==> src/rtl/core/sha256_pkg.sv <==
// Shared types and constants of the SHA-256 stream hasher.
package sha256_pkg;

   typedef logic [31:0] word_type;

   localparam int unsigned BlockBits = 512;
   localparam int unsigned HashWords = 8;
   localparam int unsigned WindowWords = 16;

   localparam logic [7:0] PadByte = 8'h80;
   localparam logic [5:0] PadFill = 6'd56;

   localparam word_type InitHash [HashWords] = '{
      32'h6a09e667, 32'hbb67ae85, 32'h3c6ef372, 32'ha54ff53a,
      32'h510e527f, 32'h9b05688c, 32'h1f83d9ab, 32'h5be0cd19
   };

   localparam word_type RoundK [64] = '{
      32'h428a2f98, 32'h71374491, 32'hb5c0fbcf, 32'he9b5dba5,
      32'h3956c25b, 32'h59f111f1, 32'h923f82a4, 32'hab1c5ed5,
      32'hd807aa98, 32'h12835b01, 32'h243185be, 32'h550c7dc3,
      32'h72be5d74, 32'h80deb1fe, 32'h9bdc06a7, 32'hc19bf174,
      32'he49b69c1, 32'hefbe4786, 32'h0fc19dc6, 32'h240ca1cc,
      32'h2de92c6f, 32'h4a7484aa, 32'h5cb0a9dc, 32'h76f988da,
      32'h983e5152, 32'ha831c66d, 32'hb00327c8, 32'hbf597fc7,
      32'hc6e00bf3, 32'hd5a79147, 32'h06ca6351, 32'h14292967,
      32'h27b70a85, 32'h2e1b2138, 32'h4d2c6dfc, 32'h53380d13,
      32'h650a7354, 32'h766a0abb, 32'h81c2c92e, 32'h92722c85,
      32'ha2bfe8a1, 32'ha81a664b, 32'hc24b8b70, 32'hc76c51a3,
      32'hd192e819, 32'hd6990624, 32'hf40e3585, 32'h106aa070,
      32'h19a4c116, 32'h1e376c08, 32'h2748774c, 32'h34b0bcb5,
      32'h391c0cb3, 32'h4ed8aa4a, 32'h5b9cca4f, 32'h682e6ff3,
      32'h748f82ee, 32'h78a5636f, 32'h84c87814, 32'h8cc70208,
      32'h90befffa, 32'ha4506ceb, 32'hbef9a3f7, 32'hc67178f2
   };

   typedef struct packed {
      logic start;
      logic clear;
   } comp_ctrl_type;

   typedef struct packed {
      logic busy;
      logic done;
   } comp_stat_type;

endpackage

==> src/rtl/core/sha256_if.sv <==
// Valid/ready channel interfaces for the byte input and the digest output.
interface sha256_req_if;
   logic       valid;
   logic       ready;
   logic [7:0] data_byte;
   logic       byte_present;
   logic       end_of_message;

   modport source (output valid, output data_byte, output byte_present,
                   output end_of_message, input ready);
   modport sink (input valid, input data_byte, input byte_present,
                 input end_of_message, output ready);
endinterface

interface sha256_rsp_if;
   logic        valid;
   logic        ready;
   logic [31:0] digest_word;
   logic [2:0]  word_index;
   logic        last_word;

   modport source (output valid, output digest_word, output word_index,
                   output last_word, input ready);
   modport sink (input valid, input digest_word, input word_index,
                 input last_word, output ready);
endinterface

==> src/rtl/core/sha256_comp.sv <==
// SHA-256 compression unit: one round per cycle over a 16-word schedule window.
module sha256_comp (
   input  logic                          clock,
   input  logic                          reset,
   input  sha256_pkg::comp_ctrl_type     ctrl,
   input  logic [sha256_pkg::BlockBits-1:0] block,
   output sha256_pkg::comp_stat_type     stat,
   output sha256_pkg::word_type          hash [sha256_pkg::HashWords]
);

   sha256_pkg::word_type w_ff [sha256_pkg::WindowWords];
   sha256_pkg::word_type w_in [sha256_pkg::WindowWords];
   sha256_pkg::word_type v_ff [sha256_pkg::HashWords];
   sha256_pkg::word_type v_in [sha256_pkg::HashWords];
   sha256_pkg::word_type hash_ff [sha256_pkg::HashWords];
   sha256_pkg::word_type hash_in [sha256_pkg::HashWords];
   logic [5:0] round_ff, round_in;
   logic       busy_ff, busy_in;
   logic       add_ff, add_in;
   logic       done_ff, done_in;

   sha256_pkg::word_type t1, t2, sched_new;

   function automatic sha256_pkg::word_type ror(input sha256_pkg::word_type x,
                                                input int unsigned n);
      ror = (x >> n) | (x << (32 - n));
   endfunction

   always_comb begin
      t1 = v_ff[7] + (ror(v_ff[4], 6) ^ ror(v_ff[4], 11) ^ ror(v_ff[4], 25))
         + ((v_ff[4] & v_ff[5]) ^ (~v_ff[4] & v_ff[6]))
         + sha256_pkg::RoundK[round_ff] + w_ff[0];
      t2 = (ror(v_ff[0], 2) ^ ror(v_ff[0], 13) ^ ror(v_ff[0], 22))
         + ((v_ff[0] & v_ff[1]) ^ (v_ff[0] & v_ff[2]) ^ (v_ff[1] & v_ff[2]));
      sched_new = (ror(w_ff[14], 17) ^ ror(w_ff[14], 19) ^ (w_ff[14] >> 10)) + w_ff[9]
         + (ror(w_ff[1], 7) ^ ror(w_ff[1], 18) ^ (w_ff[1] >> 3)) + w_ff[0];
   end

   always_comb begin
      busy_in  = busy_ff;
      add_in   = 1'b0;
      done_in  = 1'b0;
      round_in = round_ff;
      w_in     = w_ff;
      v_in     = v_ff;
      hash_in  = hash_ff;
      if (ctrl.clear) begin
         hash_in = sha256_pkg::InitHash;
      end
      if (ctrl.start) begin
         busy_in  = 1'b1;
         round_in = '0;
         for (int i = 0; i < sha256_pkg::WindowWords; i++) begin
            w_in[i] = block[sha256_pkg::BlockBits - 1 - 32 * i -: 32];
         end
         v_in = hash_ff;
      end else if (add_ff) begin
         for (int i = 0; i < sha256_pkg::HashWords; i++) begin
            hash_in[i] = hash_ff[i] + v_ff[i];
         end
         done_in = 1'b1;
      end else if (busy_ff) begin
         v_in[7] = v_ff[6];
         v_in[6] = v_ff[5];
         v_in[5] = v_ff[4];
         v_in[4] = v_ff[3] + t1;
         v_in[3] = v_ff[2];
         v_in[2] = v_ff[1];
         v_in[1] = v_ff[0];
         v_in[0] = t1 + t2;
         for (int i = 0; i < sha256_pkg::WindowWords - 1; i++) begin
            w_in[i] = w_ff[i + 1];
         end
         w_in[sha256_pkg::WindowWords - 1] = sched_new;
         round_in = round_ff + 6'd1;
         if (round_ff == 6'd63) begin
            busy_in = 1'b0;
            add_in  = 1'b1;
         end
      end
   end

   always_ff @(posedge clock) begin
      if (reset) begin
         busy_ff  <= 1'b0;
         add_ff   <= 1'b0;
         done_ff  <= 1'b0;
         round_ff <= '0;
         hash_ff  <= sha256_pkg::InitHash;
      end else begin
         busy_ff  <= busy_in;
         add_ff   <= add_in;
         done_ff  <= done_in;
         round_ff <= round_in;
         hash_ff  <= hash_in;
      end
      w_ff <= w_in;
      v_ff <= v_in;
   end

   assign stat.busy = busy_ff | add_ff;
   assign stat.done = done_ff;
   assign hash      = hash_ff;

endmodule

==> src/rtl/core/sha256_stream_hasher.sv <==
// Top level of the SHA-256 stream hasher: byte packing, padding and digest output.
//
//   Channel  Direction  Item contents
//   req      in         data_byte, byte_present, end_of_message
//   rsp      out        digest_word, word_index, last_word (eight items per message)
//
// A byte item is taken whenever ready is high. The item that fills a 64-byte block holds ready
// low while the compression unit runs its 64 rounds, one per cycle, and updates the hash.
// At message end, padding bytes and the eight length bytes go in one per cycle while no
// block is compressing; one or two blocks are compressed, then the eight digest items are
// offered in order. Reset is synchronous; rsp stalls simply hold the current digest item.
module sha256_stream_hasher (
   input  logic        clock,
   input  logic        reset,
   sha256_req_if.sink   req,
   sha256_rsp_if.source rsp
);

   typedef enum logic [4:0] {
      S_IDLE = 5'b00001,
      S_COMP = 5'b00010,
      S_PAD  = 5'b00100,
      S_LEN  = 5'b01000,
      S_OUT  = 5'b10000
   } state_type;

   state_type state_ff, state_in;
   logic [sha256_pkg::BlockBits-1:0] blk_ff, blk_in;
   logic [5:0]  fill_ff, fill_in;
   logic [63:0] bits_ff, bits_in;
   logic        pend_ff, pend_in;
   logic        fin_ff, fin_in;
   logic        sent_ff, sent_in;
   logic [2:0]  lcnt_ff, lcnt_in;
   logic [2:0]  oidx_ff, oidx_in;
   logic        push;
   logic [7:0]  push_byte;

   sha256_pkg::comp_ctrl_type ctrl;
   sha256_pkg::comp_stat_type stat;
   sha256_pkg::word_type      hash [sha256_pkg::HashWords];

   sha256_comp u_comp (
      .clock (clock),
      .reset (reset),
      .ctrl  (ctrl),
      .block (blk_in),
      .stat  (stat),
      .hash  (hash)
   );

   always_comb begin
      state_in   = state_ff;
      blk_in     = blk_ff;
      fill_in    = fill_ff;
      bits_in    = bits_ff;
      pend_in    = pend_ff;
      fin_in     = fin_ff;
      sent_in    = sent_ff;
      lcnt_in    = lcnt_ff;
      oidx_in    = oidx_ff;
      push       = 1'b0;
      push_byte  = '0;
      ctrl.start = 1'b0;
      ctrl.clear = 1'b0;
      unique case (state_ff)
         S_IDLE: begin
            if (req.valid) begin
               if (req.byte_present) begin
                  push      = 1'b1;
                  push_byte = req.data_byte;
                  bits_in   = bits_ff + 64'd8;
               end
               if (req.byte_present && fill_ff == 6'd63) begin
                  ctrl.start = 1'b1;
                  pend_in    = req.end_of_message;
                  fin_in     = 1'b0;
                  sent_in    = 1'b0;
                  state_in   = S_COMP;
               end else if (req.end_of_message) begin
                  sent_in  = 1'b0;
                  state_in = S_PAD;
               end
            end
         end
         S_COMP: begin
            if (stat.done) begin
               if (fin_ff) begin
                  state_in = S_OUT;
               end else if (pend_ff) begin
                  state_in = S_PAD;
               end else begin
                  state_in = S_IDLE;
               end
            end
         end
         S_PAD: begin
            if (!sent_ff) begin
               push      = 1'b1;
               push_byte = sha256_pkg::PadByte;
               sent_in   = 1'b1;
            end else if (fill_ff == sha256_pkg::PadFill) begin
               lcnt_in  = '0;
               state_in = S_LEN;
            end else begin
               push      = 1'b1;
               push_byte = '0;
            end
            if (push && fill_ff == 6'd63) begin
               ctrl.start = 1'b1;
               pend_in    = 1'b1;
               fin_in     = 1'b0;
               state_in   = S_COMP;
            end
         end
         S_LEN: begin
            push      = 1'b1;
            push_byte = bits_ff[63:56];
            bits_in   = {bits_ff[55:0], 8'h00};
            lcnt_in   = lcnt_ff + 3'd1;
            if (lcnt_ff == 3'd7) begin
               ctrl.start = 1'b1;
               fin_in     = 1'b1;
               state_in   = S_COMP;
            end
         end
         S_OUT: begin
            if (rsp.ready) begin
               oidx_in = oidx_ff + 3'd1;
               if (oidx_ff == 3'd7) begin
                  ctrl.clear = 1'b1;
                  fill_in    = '0;
                  bits_in    = '0;
                  pend_in    = 1'b0;
                  fin_in     = 1'b0;
                  state_in   = S_IDLE;
               end
            end
         end
         default: begin
            state_in = S_IDLE;
         end
      endcase
      if (push) begin
         blk_in  = {blk_ff[sha256_pkg::BlockBits-9:0], push_byte};
         fill_in = fill_ff + 6'd1;
      end
   end

   always_ff @(posedge clock) begin
      if (reset) begin
         state_ff <= S_IDLE;
         fill_ff  <= '0;
         bits_ff  <= '0;
         pend_ff  <= 1'b0;
         fin_ff   <= 1'b0;
         sent_ff  <= 1'b0;
         lcnt_ff  <= '0;
         oidx_ff  <= '0;
      end else begin
         state_ff <= state_in;
         fill_ff  <= fill_in;
         bits_ff  <= bits_in;
         pend_ff  <= pend_in;
         fin_ff   <= fin_in;
         sent_ff  <= sent_in;
         lcnt_ff  <= lcnt_in;
         oidx_ff  <= oidx_in;
      end
      blk_ff <= blk_in;
   end

   assign req.ready       = (state_ff == S_IDLE);
   assign rsp.valid       = (state_ff == S_OUT);
   assign rsp.digest_word = hash[oidx_ff];
   assign rsp.word_index  = oidx_ff;
   assign rsp.last_word   = (oidx_ff == 3'd7);

   // The digest is only offered once the final compression has fully settled.
   a_out_idle_unit: assert property (@(posedge clock) disable iff (reset)
      rsp.valid |-> !stat.busy)
      else $error("digest offered while compression unit is busy");

   a_start_idle_unit: assert property (@(posedge clock) disable iff (reset)
      ctrl.start |-> !stat.busy)
      else $error("compression started while unit is busy");

   a_done_in_comp: assert property (@(posedge clock) disable iff (reset)
      stat.done |-> state_ff == S_COMP)
      else $error("compression finished outside the wait state");

   a_clean_restart: assert property (@(posedge clock) disable iff (reset)
      rsp.valid && rsp.ready && rsp.last_word |=> fill_ff == '0 && bits_ff == '0 && req.ready)
      else $error("message state not cleared after last digest item");

endmodule
==> src/flat_wrapper.sv <==
// flat-port wrapper written by rule: the top's interface ports become plain ports
module sha256_stream_hasher_flat 
  (clock, reset, req_valid, req_data_byte, req_byte_present, req_end_of_message, req_ready, rsp_valid, rsp_digest_word, rsp_word_index, rsp_last_word, rsp_ready);
  sha256_req_if req_i ();
  sha256_rsp_if rsp_i ();
  input  logic clock;
  input  logic reset;
  input wire logic [$bits(req_i.valid)-1:0] req_valid;
  input wire logic [$bits(req_i.data_byte)-1:0] req_data_byte;
  input wire logic [$bits(req_i.byte_present)-1:0] req_byte_present;
  input wire logic [$bits(req_i.end_of_message)-1:0] req_end_of_message;
  output wire logic [$bits(req_i.ready)-1:0] req_ready;
  output wire logic [$bits(rsp_i.valid)-1:0] rsp_valid;
  output wire logic [$bits(rsp_i.digest_word)-1:0] rsp_digest_word;
  output wire logic [$bits(rsp_i.word_index)-1:0] rsp_word_index;
  output wire logic [$bits(rsp_i.last_word)-1:0] rsp_last_word;
  input wire logic [$bits(rsp_i.ready)-1:0] rsp_ready;
  assign req_i.valid = req_valid;
  assign req_i.data_byte = req_data_byte;
  assign req_i.byte_present = req_byte_present;
  assign req_i.end_of_message = req_end_of_message;
  assign req_ready = req_i.ready;
  assign rsp_valid = rsp_i.valid;
  assign rsp_digest_word = rsp_i.digest_word;
  assign rsp_word_index = rsp_i.word_index;
  assign rsp_last_word = rsp_i.last_word;
  assign rsp_i.ready = rsp_ready;
  sha256_stream_hasher u_core (.clock(clock), .reset(reset), .req(req_i), .rsp(rsp_i));
endmodule
==> config.mk <==
export PLATFORM = sky130hd
export DESIGN_NAME = sha256_stream_hasher_flat
export DESIGN_NICKNAME = d
export VERILOG_FILES = /design/src/rtl/core/sha256_pkg.sv /design/src/rtl/core/sha256_if.sv /design/src/rtl/core/sha256_comp.sv /design/src/rtl/core/sha256_stream_hasher.sv /design/src/flat_wrapper.sv
export SDC_FILE = /design/constraint.sdc
export NUM_CORES = 2
export LEC_CHECK = 0
export BUFFER_PORTS_ARGS = -buffer_cell sky130_fd_sc_hd__buf_2
export CORE_ASPECT_RATIO = 1.1
export CORE_UTILIZATION = 50
export CTS_CLUSTER_DIAMETER = 30
export DETAILED_ROUTE_END_ITERATION = 8
export GPL_TIMING_DRIVEN = 0
export PLACE_DENSITY_LB_ADDON = 0.25
export SYNTH_ARGS = -nofsm -noshare
export SYNTH_HDL_FRONTEND = slang
export SYNTH_SLANG_ARGS = --single-unit
==> constraint.sdc <==
create_clock -name clock -period 77.3 [get_ports clock]
set_input_delay 15.46 -clock clock [delete_from_list [all_inputs] [get_ports clock]]
set_output_delay 15.46 -clock clock [all_outputs]
set_load 0.01 [all_outputs]
# [Word-level counts from Yosys, hierarchy flattened]
# Memories as Yosys holds them, arrays and structs flattened.
# Index checks and enable logic that the tools add are counted.
[word_totals] register_bits=1629 rom_bits=2048 input_bits=14 output_inout_bits=38 wordCells=228 mem_count=1
[memory_table] name="(no name shown)" words=64 word_bits=32 rd=1 rd_ports_with_merged_regs=0 wr=0 line="sha256_comp.sv:32" text="+ sha256_pkg::RoundK[round_ff] + w_ff[0];"
[op_classes] add_sub_neg=23 n_lt_le_gt_ge=2 eq_ne=24 mux=79 bitwise_logic=31 n_reduce_logical=23
[op_table] cell="$mux W512" n=4
[op_table] cell="$mux W256" n=6
[op_table] cell="$add A32 B32 Y32" n=18
[op_table] cell="$xor A32 B32 Y32" n=9
[op_table] cell="$mux W64" n=4
[op_table] cell="$pmux W64 S3" n=1
[op_table] cell="$and A32 B32 Y32" n=5
[op_table] cell="$mux W32" n=4
[op_table] cell="$bmux W32 S3" n=1
[op_table] cell="$add A64 B4 Y64 const B" n=1
[op_table] cell="$mux W5" n=11
[op_table] cell="$not A32 Y32" n=1
[op_table] cell="$or A10 B32 Y32" n=1
[op_table] cell="$or A13 B32 Y32" n=1
[op_table] cell="$or A14 B32 Y32" n=1
[op_table] cell="$or A15 B32 Y32" n=1
[op_table] cell="$or A19 B32 Y32" n=1
[op_table] cell="$or A21 B32 Y32" n=1
[op_table] cell="$or A25 B32 Y32" n=1
[op_table] cell="$or A26 B32 Y32" n=1
[op_table] cell="$or A30 B32 Y32" n=1
[op_table] cell="$or A7 B32 Y32" n=1
[op_table] cell="$xor A32 B22 Y32" n=1
[op_table] cell="$xor A32 B29 Y32" n=1
[op_table] cell="other kinds (40)" n=105

# [Logic depth before layout (Yosys ltp)]
[depth] ltp_word=11 ltp_mapped=40 ltp_nobuf=38

# [Hierarchy]
# A second synthesis with hierarchy kept.
[unflattened] cells_unflattened=9584 area_unflattened_um2=92784.0
[by_module_without_submodules] mod="sha256_comp" n_inst=1 cells_per_inst=6614 area_each_um2=69158.8 seq_area_each_um2=28367.2
[by_module_without_submodules] mod="sha256_stream_hasher" n_inst=1 cells_per_inst=2970 area_each_um2=23625.2 seq_area_each_um2=11871.4

# [Worst setup path before layout]
# Ideal clock, no wire load.
[synth_timing] kind="input to register" startpoint="input req_valid" endpoint="register u_core.u_comp.v_ff[0] in the netlist's numbering, enable pin" setup_ps=1279 arrival_time_ps=33605 required_time_ps=76021 slack_ps=42417 cell_stages=6 n_path_buf=2 cell_sequence="and3_1 -> a41oi_1 -> o21a_1 -> clkbuf_1 -> clkbuf_1 -> nand2b_1"
[synth_via] elab_chain_cells=4 elab_cells_between_ends=5 classes_between="eq/ne: 1; mux: 2; reduce/logical: 2"
[synth_rtl] item="start, declared" line="flat_wrapper.sv:8" text="input wire logic [$bits(req_i.valid)-1:0] req_valid;"
[synth_rtl] item="$mux W1 *" line="sha256_stream_hasher.sv:68" text="if (req.valid) begin"
[synth_rtl] item="$pmux W1 S3 *" line="sha256_stream_hasher.sv:66" text="unique case (state_ff)"
[synth_rtl] item="$ne A2 B1 Y1 (no line) / $reduce_bool A2 Y1 (equally long branches)"
[synth_rtl] item="$reduce_and A2 Y1 (no line) *"
[synth_rtl] item="end signal, assigned" line="sha256_comp.sv:98" text="v_ff <= v_in;"
[synth_rtl] item="end, declared" line="sha256_comp.sv:13" text="sha256_pkg::word_type v_ff [sha256_pkg::HashWords];"
# Mark *: on every way between the ends. The rest lies on a longest branch, timed or not.
# A chain may end at the register's enable or synchronous reset.

# [Worst setup path in the final report]
[layout_timing] startpoint="register u_core.oidx_ff[1] (netlist: u_core.rsp.word_index[1])" endpoint="output rsp_digest_word[1]"
[layout_via] elab_chain_cells=4
[layout_rtl] item="start, declared" line="sha256_stream_hasher.sv:35" text="logic [2:0] oidx_ff, oidx_in;"
[layout_rtl] item="start signal, assigned" line="sha256_stream_hasher.sv:168" text="oidx_ff <= oidx_in;"
[layout_rtl] item="$not A3 Y4 (implied by the code)" line="sha256_stream_hasher.sv:175" text="assign rsp.digest_word = hash[oidx_ff];"
[layout_rtl] item="$bmux W32 S3" line="sha256_stream_hasher.sv:175"
[layout_rtl] item="$mux W32 (implied by the code) (2 in series)" line="sha256_stream_hasher.sv:175"
[layout_rtl] item="end, declared" line="flat_wrapper.sv:14" text="output wire logic [$bits(rsp_i.digest_word)-1:0] rsp_digest_word;"
# No other way between the ends. The select of a mux whose other input is x is not followed.

==> results.txt <==
* Result of the run: finished, violations left
- Violated checks: design-rule violations, max-capacitance violations, max-slew violations
- Worst min-delay path class: flip-flop to flip-flop
- After routing the design area is 0.108 sq mm.
- Number of distinct library cells after synthesis: 96
* Post-Synthesis Net Count: 11000
* Share of synthesized area occupied by flip-flops and latches: 0.438
* Nature of the critical path startpoint: flip-flop
- Entering global routing, the biggest net connects 67 pins.
- Summed over all failing endpoints, the final setup total negative slack is 0 ps.
- Adder and majority cell fraction of the synthesized area: 0.0981
* Area of the core: 0.182 sq mm
- Power per cell area: 24.2 mW/mm^2
- Wire length per cell after detailed routing: 26.7 um
* Placement Rows: 164
- Detailed Place HPWL: 273000 um
* Post-route fraction of the period consumed by the critical path: 0.263
- Post-detailed-placement cell area: 0.0955 sq mm
* Area fraction in compound gates after synthesis: 0.154
- Post-synthesis to final-layout area growth: 17.7%
- Iteration count of the initial detailed-routing pass: 9
* Antenna violations before repair: 12
* Number of synthesized flops with an enable pin: 768
* Per-instance average area after synthesis: 8.82 sq um
- Vias: 83000
* Later-pin clock latency in the skew report: 980 ps
- Floorplan die height: 451 um
- Setup crit end kind: primary output
- For the worst setup path, the data required time is 61840 ps.
- Number of H-tree levels: 5
- Die Wd: 411 um
- The worst register-to-register path has a setup slack of 64610 ps.
- Data arrival at the endpoint of the critical path: 4890 ps
- Ranked by instance count, the synthesized netlist is headed by nand2_1 (2542), nor2_1 (921), dfxtp_1 (858).
* Standard cell with the maximum stage delay on the critical path: clkbuf_1
* Gr usage total: 0.381
- Dominant cell type by area after synthesis: edfxtp_1
* Initial standard-cell utilization of the core: 0.504
- Total length of routed wires: 362000 um
- Most used DFF post-synth: dfxtp_1
- First-pass GRT wire length: 519000 um
- In this design, the largest share of critical-path delay is due to buffers and inverters.
* Netlist area before placement: 0.0918 sq mm
- Clock-pin slew was measured on the worst setup and hold paths at 50 ps.
- By instance count, the cell type seen most on the critical path is clkbuf_1.
* TritonCTS clock tree: built
* Inserted Clock Buffers: 368
* Area of the die: 0.185 sq mm
- The hold violation count in the final report was 0.
- The longest clock path from root to sink contains 4 buffers.
- Number of buffers added for setup after CTS: 0
- Of the total synthesized cell area, the portion taken by AND, OR, NAND and NOR gates is 0.185.
- Maximum operating frequency: 49.1 MHz
- Total global routing overflow: 0
- Of the cells placed in the final design, the portion with a size suffix greater than 1 is 0.0751.
* Number of I/O port buffers: 51
- For the pin with the worst max-slew slack, the measured transition is 1550 ps.
- Routed vias/inst: 6.12
- Fillcell total: 15800
- Slowest cell delay on critical path: 1100 ps
* Area share of the leading cell type in the synthesized netlist: 0.251
- Start-to-end type of the worst setup path: flip-flop to primary output
- The tree built by TritonCTS fans out to 1626 sinks.
- Synthesized-area fraction occupied by xor and xnor cells: 0.0555
- Largest cells by area after synthesis: edfxtp_1 (25%), dfxtp_1 (19%), nand2_1 (10%)
* Largest vdd supply drop: 0.0231 mV
- CTS hold repair buffers: 0
- Crit-path max FO: 10
- Setup violations remaining at the end of the flow were counted as 0.
* Antenna-violating nets left: 0
- Max_slew headroom: -0.0340
- List of cells traversed by the critical path: clkbuf_1 -> clkbuf_1 -> mux4_2 -> o21ai_0 -> buf_2
- The number of pins exceeding their max-slew limit in the final report came to 43.
- For this block, the initial DRC count from the detailed router was 9686.
- Main combinational cell family by area after synthesis: simple AND/OR/NAND/NOR gates
- The net count of the finished layout is 11500.
- Worst clock skew: 98.6 ps
- Weighted congestion at the end of routability-driven global placement: 1.02
* CTS root buf: clkbuf_16
- For the finished layout, the period the worst path requires is 20350 ps.
* Static leakage: 44.0 nW
- Sum of buffers and inverters on the critical path: 3
- FF+latch count, synth: 1626
- Most common cell in the netlist: nand2_1
* Fraction of registers with async set or reset after synthesis: 0
* Number of cells upsized or downsized after cts: 0
- Synthesis produced a netlist whose cell count is 10400.
- Top-Level Pins: 52
- Setup repair after global routing left no endpoint under its margin.
- Yosys Warn Count: 0
- Max-cap violations in this run came to 4.
- Vias in the first global route: 79700
- For this run, design rule violations remaining after detail routing come to 6.
- Mux cell area share after synthesis: 0.0267
[cell usage in the layout, fill, tap and decap left out, drive strengths merged, types with 51 or more instances in the layout]
master / n
fa: 197
nor3: 154
nand2b: 71
a21oi: 554
buf: 123
o21ai: 502
ha: 402
o21bai: 56
mux2: 63
clkinv: 105
dfxtp: 858
nand3: 166
nand2: 2542
nor2: 922
clkbuf: 1006
inv: 446
a211oi: 51
xnor2: 385
xor2: 194
o21a: 60
a21o: 200
a31oi: 526
and3: 55
nor2b: 55
mux4: 67
edfxtp: 768
[through the flow]
step	power [W]	instances	utilization	setup WS [ps]	hold WS, ps
2_1_floorplan	0.00101	10400	-	42420	410
3_3_place_gp	0.00105	12900	0.522	29220	418
3_5_place_dp	0.00105	12900	0.525	57060	424
4_1_cts	0.00262	13500	0.594	56640	435
5_1_grt	0.00268	13600	0.594	57000	459
6_report	0.00262	13600	0.594	56950	433
[state kept, by name, summed over array words and instances (netlist names)]
| signal | count |
|---|---|
| u_core.u_comp.add_ff | 1 |
| u_core.bits_ff | 61 |
| u_core.pend_ff | 1 |
| u_core.state_ff | 5 |
| u_core.lcnt_ff | 3 |
| u_core.u_comp.v_ff | 256 |
| u_core.blk_ff | 512 |
| u_core.u_comp.done_ff | 1 |
| u_core.u_comp.round_ff | 6 |
| u_core.sent_ff | 1 |
| u_core.u_comp.w_ff | 512 |
| u_core.u_comp.hash | 256 |
| u_core.rsp.word_index | 3 |
| u_core.fill_ff | 6 |
| u_core.u_comp.busy_ff | 1 |
| u_core.fin_ff | 1 |
[routing by layer]
metal / GRT usage / wire length [um] / vias to the layer above
li1: - / - / 37200
met1: 0.480 / 143000 / 40300
met2: 0.598 / 162000 / 4431
met3: 0.0768 / 31600 / 990
met4: 0.238 / 25100 / 8
met5: 0 / 46 / -
[area by class of cell]
| cell class | instances | area [sq um] | share of cell area |
|---|---|---|---|
| Multi-Input combinational cell | 7766 | 47800 | 0.442 |
| Sequential cell | 1626 | 40200 | 0.372 |
| Clock buffer | 479 | 10300 | 0.0950 |
| Tap cell | 2407 | 3010 | 0.0279 |
| Clock inverter | 188 | 2280 | 0.0211 |
| Buffer | 582 | 2200 | 0.0203 |
| Inverter | 432 | 1620 | 0.0150 |
| Timing Repair Buffer | 68 | 656 | 0.00607 |
| Antenna cell | 9 | 22.5 | 0.000208 |
[worst reg2reg max path: cells and delay by family (launching register included)]
| family | cells | cell delay, ps |
|---|---|---|
| AO/OA/AOI/OAI | 14 | 4710 |
| XOR/XNOR | 2 | 1020 |
| buffers and inverters | 7 | 2220 |
| adder cells (fa/ha/maj) | 6 | 2670 |
| flip-flops | 1 | 470 |
| AND/OR/NAND/NOR | 5 | 1510 |
[path summary, 6_finish.rpt]
kind / start / end / cells past startpoint
worst max-delay path: u_core.rsp.word_index[1]$_SDFFE_PP0P_ / rsp_digest_word[1] / 5
worst min-delay path: u_core.blk_ff[507]$_DFF_P_ / u_core.blk_ff[507]$_DFF_P_ / 2
worst max register to register: u_core.u_comp.round_ff[0]$_SDFFE_PP0P_ / u_core.u_comp.v_ff[255]$_DFFE_PP_ / 34
worst min register to register: u_core.blk_ff[507]$_DFF_P_ / u_core.blk_ff[507]$_DFF_P_ / 2
[cells by family (layout without fill, tap and decap cells)]
family | after synthesis | in the layout
multiplexers | 153 | 153
AND/OR/NAND/NOR | 4148 | 4148
XOR/XNOR | 580 | 580
adder cells (fa/ha/maj) | 602 | 602
flip-flops | 1626 | 1626
buffers and inverters | 1014 | 1749
AO/OA/AOI/OAI | 2283 | 2283
other | 0 | 9
[power breakdown]
part	switching, W	total, W	internal (W)
Sequential	0.0000184	0.000943	0.000925
Clock	0.000508	0.00158	0.00107
Combinational	0.0000731	0.0000937	0.0000206
Total	0.000599	0.00262	0.00202
No activity file was read; power rests on OpenSTA's default activity.
